--- src/rtl/dtq_pkg.sv ---
`default_nettype none

package dtq_pkg;

  localparam logic [1:0] KIND_ADD    = 2'd0;
  localparam logic [1:0] KIND_CANCEL = 2'd1;
  localparam logic [1:0] KIND_EXPIRE = 2'd2;
  localparam logic [1:0] KIND_QUERY  = 2'd3;

  localparam logic [1:0] STATUS_OK    = 2'd0;
  localparam logic [1:0] STATUS_FULL  = 2'd1;
  localparam logic [1:0] STATUS_NONE  = 2'd2;

  localparam int MAX_RESULTS = 32;
  localparam int NW          = $clog2(MAX_RESULTS + 1);

  typedef struct packed {
    logic [1:0]  kind;
    logic [15:0] request_id;
    logic [31:0] timeout_ms;
    logic [31:0] now_ms;
  } req_t;

  typedef struct packed {
    logic [1:0]  status;
    logic        expired;
    logic [15:0] expired_id;
    logic        no_timer;
    logic [30:0] wait_ms;
    logic        last;
  } res_t;

endpackage

`default_nettype wire

--- src/rtl/deadline_timer_queue.sv ---
`default_nettype none

// Deadline timer queue: a table of TABLE_DEPTH timers driven by start_i/busy_o
// requests and answered by one-cycle results on res_valid_o/res_o that the
// receiver must take when shown; nothing can hold them off. Every request
// except an add on a full table walks the whole table through the slot
// memories with a single shared deadline comparator; an add, a query or a
// cancel that finds no timer answers after one walk, and a cancel that hits
// needs a second walk to renumber ages. An expire fires up to MAX_RESULTS
// timers, one per walk, then makes one final walk; each fired id is
// reported at the end of the next walk, the last result flagged. An add on a
// full table answers STATUS_FULL in the next cycle. No clearing after reset.
module deadline_timer_queue #(
  parameter int TABLE_DEPTH = 32
) (
  input  wire logic          clk_i,
  input  wire logic          rst_ni,
  input  wire logic          start_i,
  input  wire dtq_pkg::req_t req_i,
  output logic               busy_o,
  output logic               res_valid_o,
  output dtq_pkg::res_t      res_o
);
  import dtq_pkg::*;

  localparam int IW = $clog2(TABLE_DEPTH);
  localparam int CW = $clog2(TABLE_DEPTH + 1);

  localparam logic [1:0] ST_IDLE  = 2'd0;
  localparam logic [1:0] ST_SCAN  = 2'd1;
  localparam logic [1:0] ST_DRAIN = 2'd2;
  localparam logic [1:0] ST_END   = 2'd3;

  logic [31:0] dl_mem  [TABLE_DEPTH];
  logic [15:0] own_mem [TABLE_DEPTH];
  logic [IW-1:0] age_mem [TABLE_DEPTH];

  logic [1:0]       state_q, state_d;
  req_t             req_q, req_d;
  logic [IW-1:0]    idx_q, idx_d;
  logic             rd_v_q, rd_v_d;
  logic [IW-1:0]    rd_idx_q, rd_idx_d;
  logic [31:0]      rd_dl_q;
  logic [15:0]      rd_own_q;
  logic [IW-1:0]    rd_age_q;
  logic [TABLE_DEPTH-1:0] valid_q, valid_d;
  logic [CW-1:0]    count_q, count_d;
  logic             dec_q, dec_d;
  logic [IW-1:0]    pa_q, pa_d;
  logic             found_q, found_d;
  logic [31:0]      best_dl_q, best_dl_d;
  logic [IW-1:0]    best_idx_q, best_idx_d;
  logic [15:0]      best_own_q, best_own_d;
  logic [IW-1:0]    best_age_q, best_age_d;
  logic [NW-1:0]    n_q, n_d;
  logic             hold_v_q, hold_v_d;
  logic [15:0]      hold_id_q, hold_id_d;
  logic             res_valid_q, res_valid_d;
  res_t             res_q, res_d;

  logic             age_we, ent_we;
  logic [IW-1:0]    age_wa;
  logic [IW-1:0]    age_wd;
  logic [31:0]      cmp_a, cmp_b, diff;
  logic             lt;
  logic             rd_valid, dec_hit;
  logic [IW-1:0]    cur_age;
  logic             more;

  assign lt   = cmp_a < cmp_b;
  assign diff = best_dl_q - req_q.now_ms;

  always_comb begin
    if (state_q == ST_END) begin
      cmp_a = req_q.now_ms;
    end else begin
      cmp_a = rd_dl_q;
    end
    cmp_b = best_dl_q;
  end

  always_comb begin
    rd_valid = valid_q[rd_idx_q];
    dec_hit  = dec_q && rd_valid && (rd_age_q > pa_q);
    cur_age  = dec_hit ? rd_age_q - IW'(1) : rd_age_q;
    more     = found_q && !lt && (n_q < NW'(MAX_RESULTS));
  end

  always_comb begin
    state_d     = state_q;
    req_d       = req_q;
    idx_d       = idx_q;
    rd_v_d      = 1'b0;
    rd_idx_d    = idx_q;
    valid_d     = valid_q;
    count_d     = count_q;
    dec_d       = dec_q;
    pa_d        = pa_q;
    found_d     = found_q;
    best_dl_d   = best_dl_q;
    best_idx_d  = best_idx_q;
    best_own_d  = best_own_q;
    best_age_d  = best_age_q;
    n_d         = n_q;
    hold_v_d    = hold_v_q;
    hold_id_d   = hold_id_q;
    res_valid_d = 1'b0;
    res_d       = '0;
    age_we      = 1'b0;
    age_wa      = rd_idx_q;
    age_wd      = '0;
    ent_we      = 1'b0;

    if (rd_v_q) begin
      if (req_q.kind == KIND_ADD && rd_valid) begin
        age_we = 1'b1;
        age_wd = rd_age_q + IW'(1);
      end else if (dec_hit) begin
        age_we = 1'b1;
        age_wd = cur_age;
      end
      case (req_q.kind)
        KIND_ADD: begin
          if (!rd_valid && !found_q) begin
            found_d    = 1'b1;
            best_idx_d = rd_idx_q;
          end
        end
        KIND_CANCEL: begin
          if (!dec_q && rd_valid && rd_own_q == req_q.request_id &&
              (!found_q || cur_age < best_age_q)) begin
            found_d    = 1'b1;
            best_idx_d = rd_idx_q;
            best_age_d = cur_age;
          end
        end
        default: begin
          if (rd_valid && (!found_q || lt)) begin
            found_d    = 1'b1;
            best_dl_d  = rd_dl_q;
            best_idx_d = rd_idx_q;
            best_own_d = rd_own_q;
            best_age_d = cur_age;
          end
        end
      endcase
    end

    case (state_q)
      ST_IDLE: begin
        if (start_i) begin
          req_d    = req_i;
          idx_d    = '0;
          dec_d    = 1'b0;
          found_d  = 1'b0;
          n_d      = '0;
          hold_v_d = 1'b0;
          if (req_i.kind == KIND_ADD && count_q == CW'(TABLE_DEPTH)) begin
            res_valid_d  = 1'b1;
            res_d.status = STATUS_FULL;
            res_d.last   = 1'b1;
          end else begin
            state_d = ST_SCAN;
          end
        end
      end
      ST_SCAN: begin
        rd_v_d = 1'b1;
        if (idx_q == IW'(TABLE_DEPTH - 1)) begin
          state_d = ST_DRAIN;
        end else begin
          idx_d = idx_q + IW'(1);
        end
      end
      ST_DRAIN: begin
        state_d = ST_END;
      end
      ST_END: begin
        state_d = ST_IDLE;
        case (req_q.kind)
          KIND_ADD: begin
            ent_we              = 1'b1;
            valid_d[best_idx_q] = 1'b1;
            count_d             = count_q + CW'(1);
            res_valid_d         = 1'b1;
            res_d.last          = 1'b1;
          end
          KIND_CANCEL: begin
            if (dec_q) begin
              res_valid_d = 1'b1;
              res_d.last  = 1'b1;
            end else if (!found_q) begin
              res_valid_d  = 1'b1;
              res_d.status = STATUS_NONE;
              res_d.last   = 1'b1;
            end else begin
              valid_d[best_idx_q] = 1'b0;
              count_d             = count_q - CW'(1);
              pa_d                = best_age_q;
              dec_d               = 1'b1;
              found_d             = 1'b0;
              idx_d               = '0;
              state_d             = ST_SCAN;
            end
          end
          KIND_EXPIRE: begin
            if (more) begin
              if (hold_v_q) begin
                res_valid_d      = 1'b1;
                res_d.expired    = 1'b1;
                res_d.expired_id = hold_id_q;
              end
              hold_v_d            = 1'b1;
              hold_id_d           = best_own_q;
              valid_d[best_idx_q] = 1'b0;
              count_d             = count_q - CW'(1);
              pa_d                = best_age_q;
              dec_d               = 1'b1;
              n_d                 = n_q + NW'(1);
              found_d             = 1'b0;
              idx_d               = '0;
              state_d             = ST_SCAN;
            end else begin
              res_valid_d      = 1'b1;
              res_d.expired    = hold_v_q;
              res_d.expired_id = hold_v_q ? hold_id_q : 16'd0;
              res_d.last       = 1'b1;
            end
          end
          default: begin
            res_valid_d    = 1'b1;
            res_d.no_timer = !found_q;
            res_d.wait_ms  = (found_q && !diff[31]) ? diff[30:0] : 31'd0;
            res_d.last     = 1'b1;
          end
        endcase
      end
      default: begin
        state_d = ST_IDLE;
      end
    endcase
  end

  always_ff @(posedge clk_i) begin
    if (ent_we) begin
      dl_mem[best_idx_q]  <= req_q.now_ms + req_q.timeout_ms;
      own_mem[best_idx_q] <= req_q.request_id;
    end
    rd_dl_q  <= dl_mem[idx_q];
    rd_own_q <= own_mem[idx_q];
  end

  always_ff @(posedge clk_i) begin
    if (ent_we) begin
      age_mem[best_idx_q] <= '0;
    end else if (age_we) begin
      age_mem[age_wa] <= age_wd;
    end
    rd_age_q <= age_mem[idx_q];
  end

  always_ff @(posedge clk_i or negedge rst_ni) begin
    if (!rst_ni) begin
      state_q     <= ST_IDLE;
      rd_v_q      <= 1'b0;
      valid_q     <= '0;
      count_q     <= '0;
      res_valid_q <= 1'b0;
    end else begin
      state_q     <= state_d;
      rd_v_q      <= rd_v_d;
      valid_q     <= valid_d;
      count_q     <= count_d;
      res_valid_q <= res_valid_d;
    end
  end

  always_ff @(posedge clk_i) begin
    req_q      <= req_d;
    idx_q      <= idx_d;
    rd_idx_q   <= rd_idx_d;
    dec_q      <= dec_d;
    pa_q       <= pa_d;
    found_q    <= found_d;
    best_dl_q  <= best_dl_d;
    best_idx_q <= best_idx_d;
    best_own_q <= best_own_d;
    best_age_q <= best_age_d;
    n_q        <= n_d;
    hold_v_q   <= hold_v_d;
    hold_id_q  <= hold_id_d;
    res_q      <= res_d;
  end

  assign busy_o      = (state_q != ST_IDLE);
  assign res_valid_o = res_valid_q;
  assign res_o       = res_q;

endmodule

`default_nettype wire

--- config.mk ---
export PLATFORM = sky130hd
export DESIGN_NAME = deadline_timer_queue
export DESIGN_NICKNAME = d
export VERILOG_FILES = /design/src/rtl/dtq_pkg.sv /design/src/rtl/deadline_timer_queue.sv
export SDC_FILE = /design/constraint.sdc
export NUM_CORES = 2
export LEC_CHECK = 0
export BUFFER_PORTS_ARGS = -buffer_cell sky130_fd_sc_hd__buf_4
export CAP_MARGIN = 20
export CORE_MARGIN = 2
export CORE_UTILIZATION = 41
export DETAILED_ROUTE_END_ITERATION = 8
export GPL_TIMING_DRIVEN = 0
export SYNTH_ARGS = -nofsm -noshare
export SYNTH_HDL_FRONTEND = slang
export SYNTH_SLANG_ARGS = --single-unit
export TNS_END_PERCENT = 100
--- constraint.sdc ---
create_clock -name clk_i -period 11 [get_ports clk_i]
set_input_delay 1.65 -clock clk_i [delete_from_list [all_inputs] [get_ports clk_i]]
set_output_delay 1.65 -clock clk_i [all_outputs]
set_load 0.005 [all_outputs]
* Word level (Yosys, flattened, before mapping)
Memory sizes are Yosys's and may differ from the RTL's. A register that Yosys moved wholly into a read port is not among the register bits. Index checks and enable logic that the tools add are counted.
Operators by class: add/subtract/negate cells 8, magnitude comparators 7, equality and inequality tests 23, multiplexer cells 100, bitwise gates (word level) 7, reductions and logical operators 46
Operators with widths (number):
- 32-bit 2-to-1 mux | 4
- 32-bit case mux with 3 select lines | 1
- 5-bit 2-to-1 mux | 19
- 5-bit case mux with 2 select lines | 4
- 1-bit 2-to-1 mux | 39
- 6-bit 2-to-1 mux | 6
- 17-bit 2-to-1 mux | 2
- 32-bit adder | 1
- 32-bit bitwise AND | 1
- 32-bit less-than comparator | 1
- 32-bit NOT | 1
- 32-bit bitwise OR | 1
- 32-bit subtractor | 1
- 1-bit case mux with 2 select lines | 11
- 2-bit inequality test, second input constant | 9
- 6-bit case mux with 3 select lines | 1
- 16-bit == test | 1
- 16-bit 2-to-1 mux | 1
- 4-bit AND reduction | 4
- 5-bit case mux with 3 select lines | 1
- 1-bit logical AND | 13
- 6-bit by 1-bit adder with 6-bit output, second input constant | 2
- 5-bit by 6-bit less-than comparator with 1-bit output, second input constant | 2
- 2-bit 2-to-1 mux | 6
- other kinds (32) | 59
Word-level totals: bits in registers 274, bits in writable memories 1696, input port bits 85, output and inout port bits 54, logic and storage cells 221, memories 3
Memory list:
- dl_mem | depth 32, width 32, read ports 1, clocked after Yosys merged registers in 1, write ports 1, line deadline_timer_queue.sv:34 | logic [31:0] dl_mem [TABLE_DEPTH];
- own_mem | depth 32, width 16, read ports 1, clocked after Yosys merged registers in 1, write ports 1, line deadline_timer_queue.sv:35 | logic [15:0] own_mem [TABLE_DEPTH];
- age_mem | depth 32, width 5, read ports 1, clocked after Yosys merged registers in 1, write ports 1, line deadline_timer_queue.sv:36 | logic [IW-1:0] age_mem [TABLE_DEPTH];

* Logic depth before layout (Yosys ltp)
word-level depth 15, mapped depth 18, mapped depth without buffers 18

* Worst setup path before layout
OpenSTA, ideal clock, no wires.
path type register to register, start point reg state_q[0], end point reg best_dl_q[0] (enable), setup time 0.573 ns, arrival 7.884 ns, required time 10.427 ns, path slack 2.543 ns, cell stages (with the launch flop) 14, path buffers 3, period minus slack after synthesis 8.457 ns, cell sequence dfrtp_1 > ha_1 > clkbuf_1 > buf_1 > buf_1 > mux2_2 > ha_1 > a21o_1 > a211o_1 > nor2_1 > nand3_1 > o21ai_0 > nor2_1 > nor4_1
On the way: longest elaborated chain between the ends 6
Ends and longest elaborated chain:
- start: declaration | line deadline_timer_queue.sv:38 | logic [1:0] state_q, state_d;
- start signal: assignment | line deadline_timer_queue.sv:270 | state_q <= state_d;
- 2-bit == test | line deadline_timer_queue.sv:74 | if (state_q == ST_END) begin
- 32-bit 2-to-1 mux | line deadline_timer_queue.sv:74
- 32-bit less-than comparator | line deadline_timer_queue.sv:70 | assign lt = cmp_a < cmp_b;
- 1-bit logical OR | line deadline_timer_queue.sv:138 | if (rd_valid && (!found_q || lt)) begin
- 1-bit logical AND | line deadline_timer_queue.sv:138
- 3-bit AND reduction (no line)
- end signal: assignment | line deadline_timer_queue.sv:285 | best_dl_q <= best_dl_d;
- end: declaration | line deadline_timer_queue.sv:51 | logic [31:0] best_dl_q, best_dl_d;
Every way passes these cells. A chain may end at the register's enable or synchronous reset.

* Worst setup path after layout
Same ends and word-level chain as after synthesis.

==> summary.md <==
| Metric | Value |
|---|---|
| Rows | between 150 and 200 |
| Flip-flop and latch count after synthesis | around 2,000 |
| Critical path fanouts, max | 10 |
| Floorplan core area | 0.195 mm² |
| Growth of design area from synthesis to finish | 18.2% |
| I/O Pins | between 100 and 150 |
| Synthesized netlist cell count | 3,845 |
| Buffer type at the clock tree root | clkbuf_16 |
| Area taken by multi-input logic gates | ~0.02 mm² |
| Status | complete, no violations |
| Leading register cell type out of synthesis | edfxtp_1 |
| Non-filler instance count after layout | 7,084 |
| Final net count | 4,576 |
| Least-Margin Pin Slew | ~1.2 ns |
| Die Ht | ~450 µm |
| Maximum count of clock buffers along a single path | 3 |
| Starting density of the core | between 40% and 50% |
| Clock latency of the later-clocked register in the worst-skew pair | approximately 0.86 ns |
| Category of the worst setup path launch point | flop |
| Initial DRC Count | approximately 4,200 |
| Count of placed standard cells including taps | 6,678 |
| Met2 track demand over resource | roughly 34% |
| Drt via density | 5.71 |
| Netlist area before placement | about 0.08 mm² |
| Wire length of the first global-routing pass | approximately 300 mm |
| Cts repair resizes | 0 |
| Req. time, crit path | 11.55 ns |
| PortBufs | roughly 140 |
| Sequential share of the synthesized area | about three quarters |
| Fraction of met3 tracks used by global routing | 3.46% |
| Area share of the largest cell type after synthesis | a little over two thirds |
| CTS Hold Bufs | 0 |
| Unrepaired setup endpoints after global routing | no |
| Final Max Slew Viols | 0 |
| Clock buffers created by TritonCTS | between 200 and 250 |
| Largest net degree at the start of global routing | 59 |
| Power per unit of standard cell area | around 250 mW/mm² |
| Sinks on the clock net | just over 2,000 |
| Setup skew after layout | 0.0444 ns |
| Slew HR | between 20% and 30% |
| Post-synthesis net count | around 4,000 |
| Most frequent cell after synthesis | edfxtp_1 |
| WS Path Type | flop to flop |
| Type of element capturing the critical path | flop |
| Initial antenna violation count | 4 |
| Drt drc | 0 |
| Sequential cell area in the final layout | 0.0594 mm² |
| Max Clock Freq | 135 MHz |
| GRT Util Overall | 20.9% |
| Area of the die | ~0.2 mm² |
| Global route overflow | 0 |
| Floorplan die width | 446 µm |
| Static Leakage | 30.6 nW |
| Layout filler cell count | ~16,000 |
| Synth warnings | 0 |
| Pre-antenna DRT Iters | 6 |
| Detailed-route via count | about 40,000 |
| Final Cycle Share | between 60% and 70% |
| Gp weighted congestion | 0.801 |
| DP HPWL | around 140 mm |
| Hold WC Path Type | flop to flop |
| Top cells by area in the synthesized netlist | edfxtp_1, mux4_2, dfxtp_1 |
| Layout cell share with drive strength beyond 1 | ~30% |
| Clock slew seen by the registers of the worst setup and hold paths | about 0.070 ns |
| Remaining number of nets flagged by the antenna check after routing | 0 |
| Maximum resistive drop on vdd | roughly 0.00014 V |
| Number of library cell types mapped by synthesis | 74 |
| Routed wire length | just over 200 mm |
| Met1 capacity usage during global routing | a little under 30% |
| TritonCTS clock tree | yes |
| H-Tree Level Count | 4 |
| Vias in the first global route | slightly above 40,000 |
| Maximum capacitance violations | 0 |
| EDFF count, synth | 1,870 |
| Arrival time at the worst endpoint | around 8.0 ns |
| Ranking of synthesized cells by instance count | edfxtp_1, mux4_2, nor2_1 |
| Min Tclk post-route | between 7 and 8 ns |
| Fin Setup TNS | 0 ns |
| Most area-hungry cell type in the Yosys netlist | edfxtp_1 |
| Mapped Avg Cell Area | between 20 and 25 µm² |
| Post-layout power | roughly 24 mW |
| DR WL/cell | between 20 and 30 µm |
| Post-synth ARST share | 2.08% |
| Layer with the highest usage | met2 |
| Setup fix buffers added after clock tree synthesis | 0 |
| Hold violation total from the final report | 0 |
| Number of endpoints failing setup at the final stage | 0 |
-- critical path, cell delays in order, from the launching register on --
cell and delay, ns:
dfrtp_1 0.42, ha_1 0.79, clkbuf_1 0.69, buf_1 0.40, buf_16 0.20, mux2_2 0.35
ha_1 0.30, a21oi_1 0.15, a21boi_0 0.11, o311a_1 0.46, o31ai_2 0.21, buf_4 0.22
nand3_1 0.16, o21ai_0 0.56, nor2_1 0.26, nor4_2 0.64, buf_4 0.29, buf_4 0.21
buf_4 0.20, buf_4 0.21, buf_4 0.20
-- routing by layer --
layer / vias to the layer above / wire (µm)
li1: 17000 / -
met1: 21800 / 87000
met2: 1458 / 102000
met3: 261 / 13600
met4: 2 / 4680
met5: - / 125
-- cell families after synthesis --
group	after synthesis	synth area share [%]
buf+inv	286	1.37
simple gates	369	2.24
mux	642	16.6
xor+xnor	85	0.929
compound gates	317	2.76
fa+ha+maj	123	1.95
flops	2023	74.2
-- sequential cells by signal (all words and copies together), names as in the netlist, 2 cells and up, named ones only --
name and flops:
dl_mem 1024, own_mem 512, age_mem 160, req_q 82
res_o 52, best_dl_q 32, rd_dl_q 32, best_own_q 16
hold_id_q 16, rd_own_q 16, count_q 6, n_q 6
age_wa 5, best_age_q 5, best_idx_q 5, idx_q 5
pa_q 5, rd_age_q 5, state_q 2
-- final timing paths --
kind                       slack, ns        from  cells past startpoint                          to
setup / recovery                3.57  state_q[0]                     20                best_dl_q[0]
setup reg to reg                3.57  state_q[0]                     20                best_dl_q[0]
min in group asynchronous       0.80      rst_ni                      1                  count_q[0]
hold / removal                  0.38    idx_q[3]                      0                   age_wa[3]
hold reg to reg                 0.38    idx_q[3]                      0                   age_wa[3]
max in group asynchronous       9.78      rst_ni                      1  asynchronous set/reset pin
-- stage by stage --
step | instance area (µm²) | hold WS [ns] | util [%] | setup WS (ns)
floorplan | 80100 | 0.346 | - | 2.54
detailed placement | 87500 | 0.363 | 45.0 | 3.58
finish | 94700 | 0.381 | 48.7 | 3.57
global route | 94700 | 0.395 | 48.7 | 3.19
CTS | 94300 | 0.378 | 48.5 | 3.52
global placement | 84400 | 0.363 | 43.3 | -6.64
-- placed cells by master, fill, tap and decap left out, types with 20 or more instances in the layout --
master,instances
edfxtp_1,1870
mux4_2,540
clkbuf_16,209
clkbuf_1,153
buf_4,148
nor2_1,120
ha_1,120
inv_1,113
dfxtp_1,111
mux2_2,93
buf_8,70
a21oi_1,69
o31ai_1,66
buf_12,62
clkinv_1,60
dfrtp_1,42
nand2_1,41
a21o_1,38
xor2_1,36
o21ai_0,36
buf_1,33
nor2_4,32
clkinv_2,32
nor3_1,29
and2_1,25
xnor2_1,25
nand3_1,21
xnor2_2,20
bufinv_16,20
-- power by group --
| group | leakage, nW | internal [mW] | switching (mW) |
|---|---|---|---|
| combinational | 9.23 | 3.10 | 3.93 |
| clock | 3.29 | 3.99 | 3.00 |
| sequential | 18.0 | 9.53 | 0.265 |
-- final cells by class --
type | count | share of cell area (%)
clock buffer | 242 | 5.70
timing repair buffer | 314 | 4.32
clock inverter | 140 | 1.45
tap | 2542 | 3.36
sequential | 2023 | 62.8
buffer | 172 | 0.714
inverter | 114 | 0.452
multi-input combinational | 1536 | 21.2
antenna | 1 | 0.00264
No activity file was read; power rests on OpenSTA's default activity.
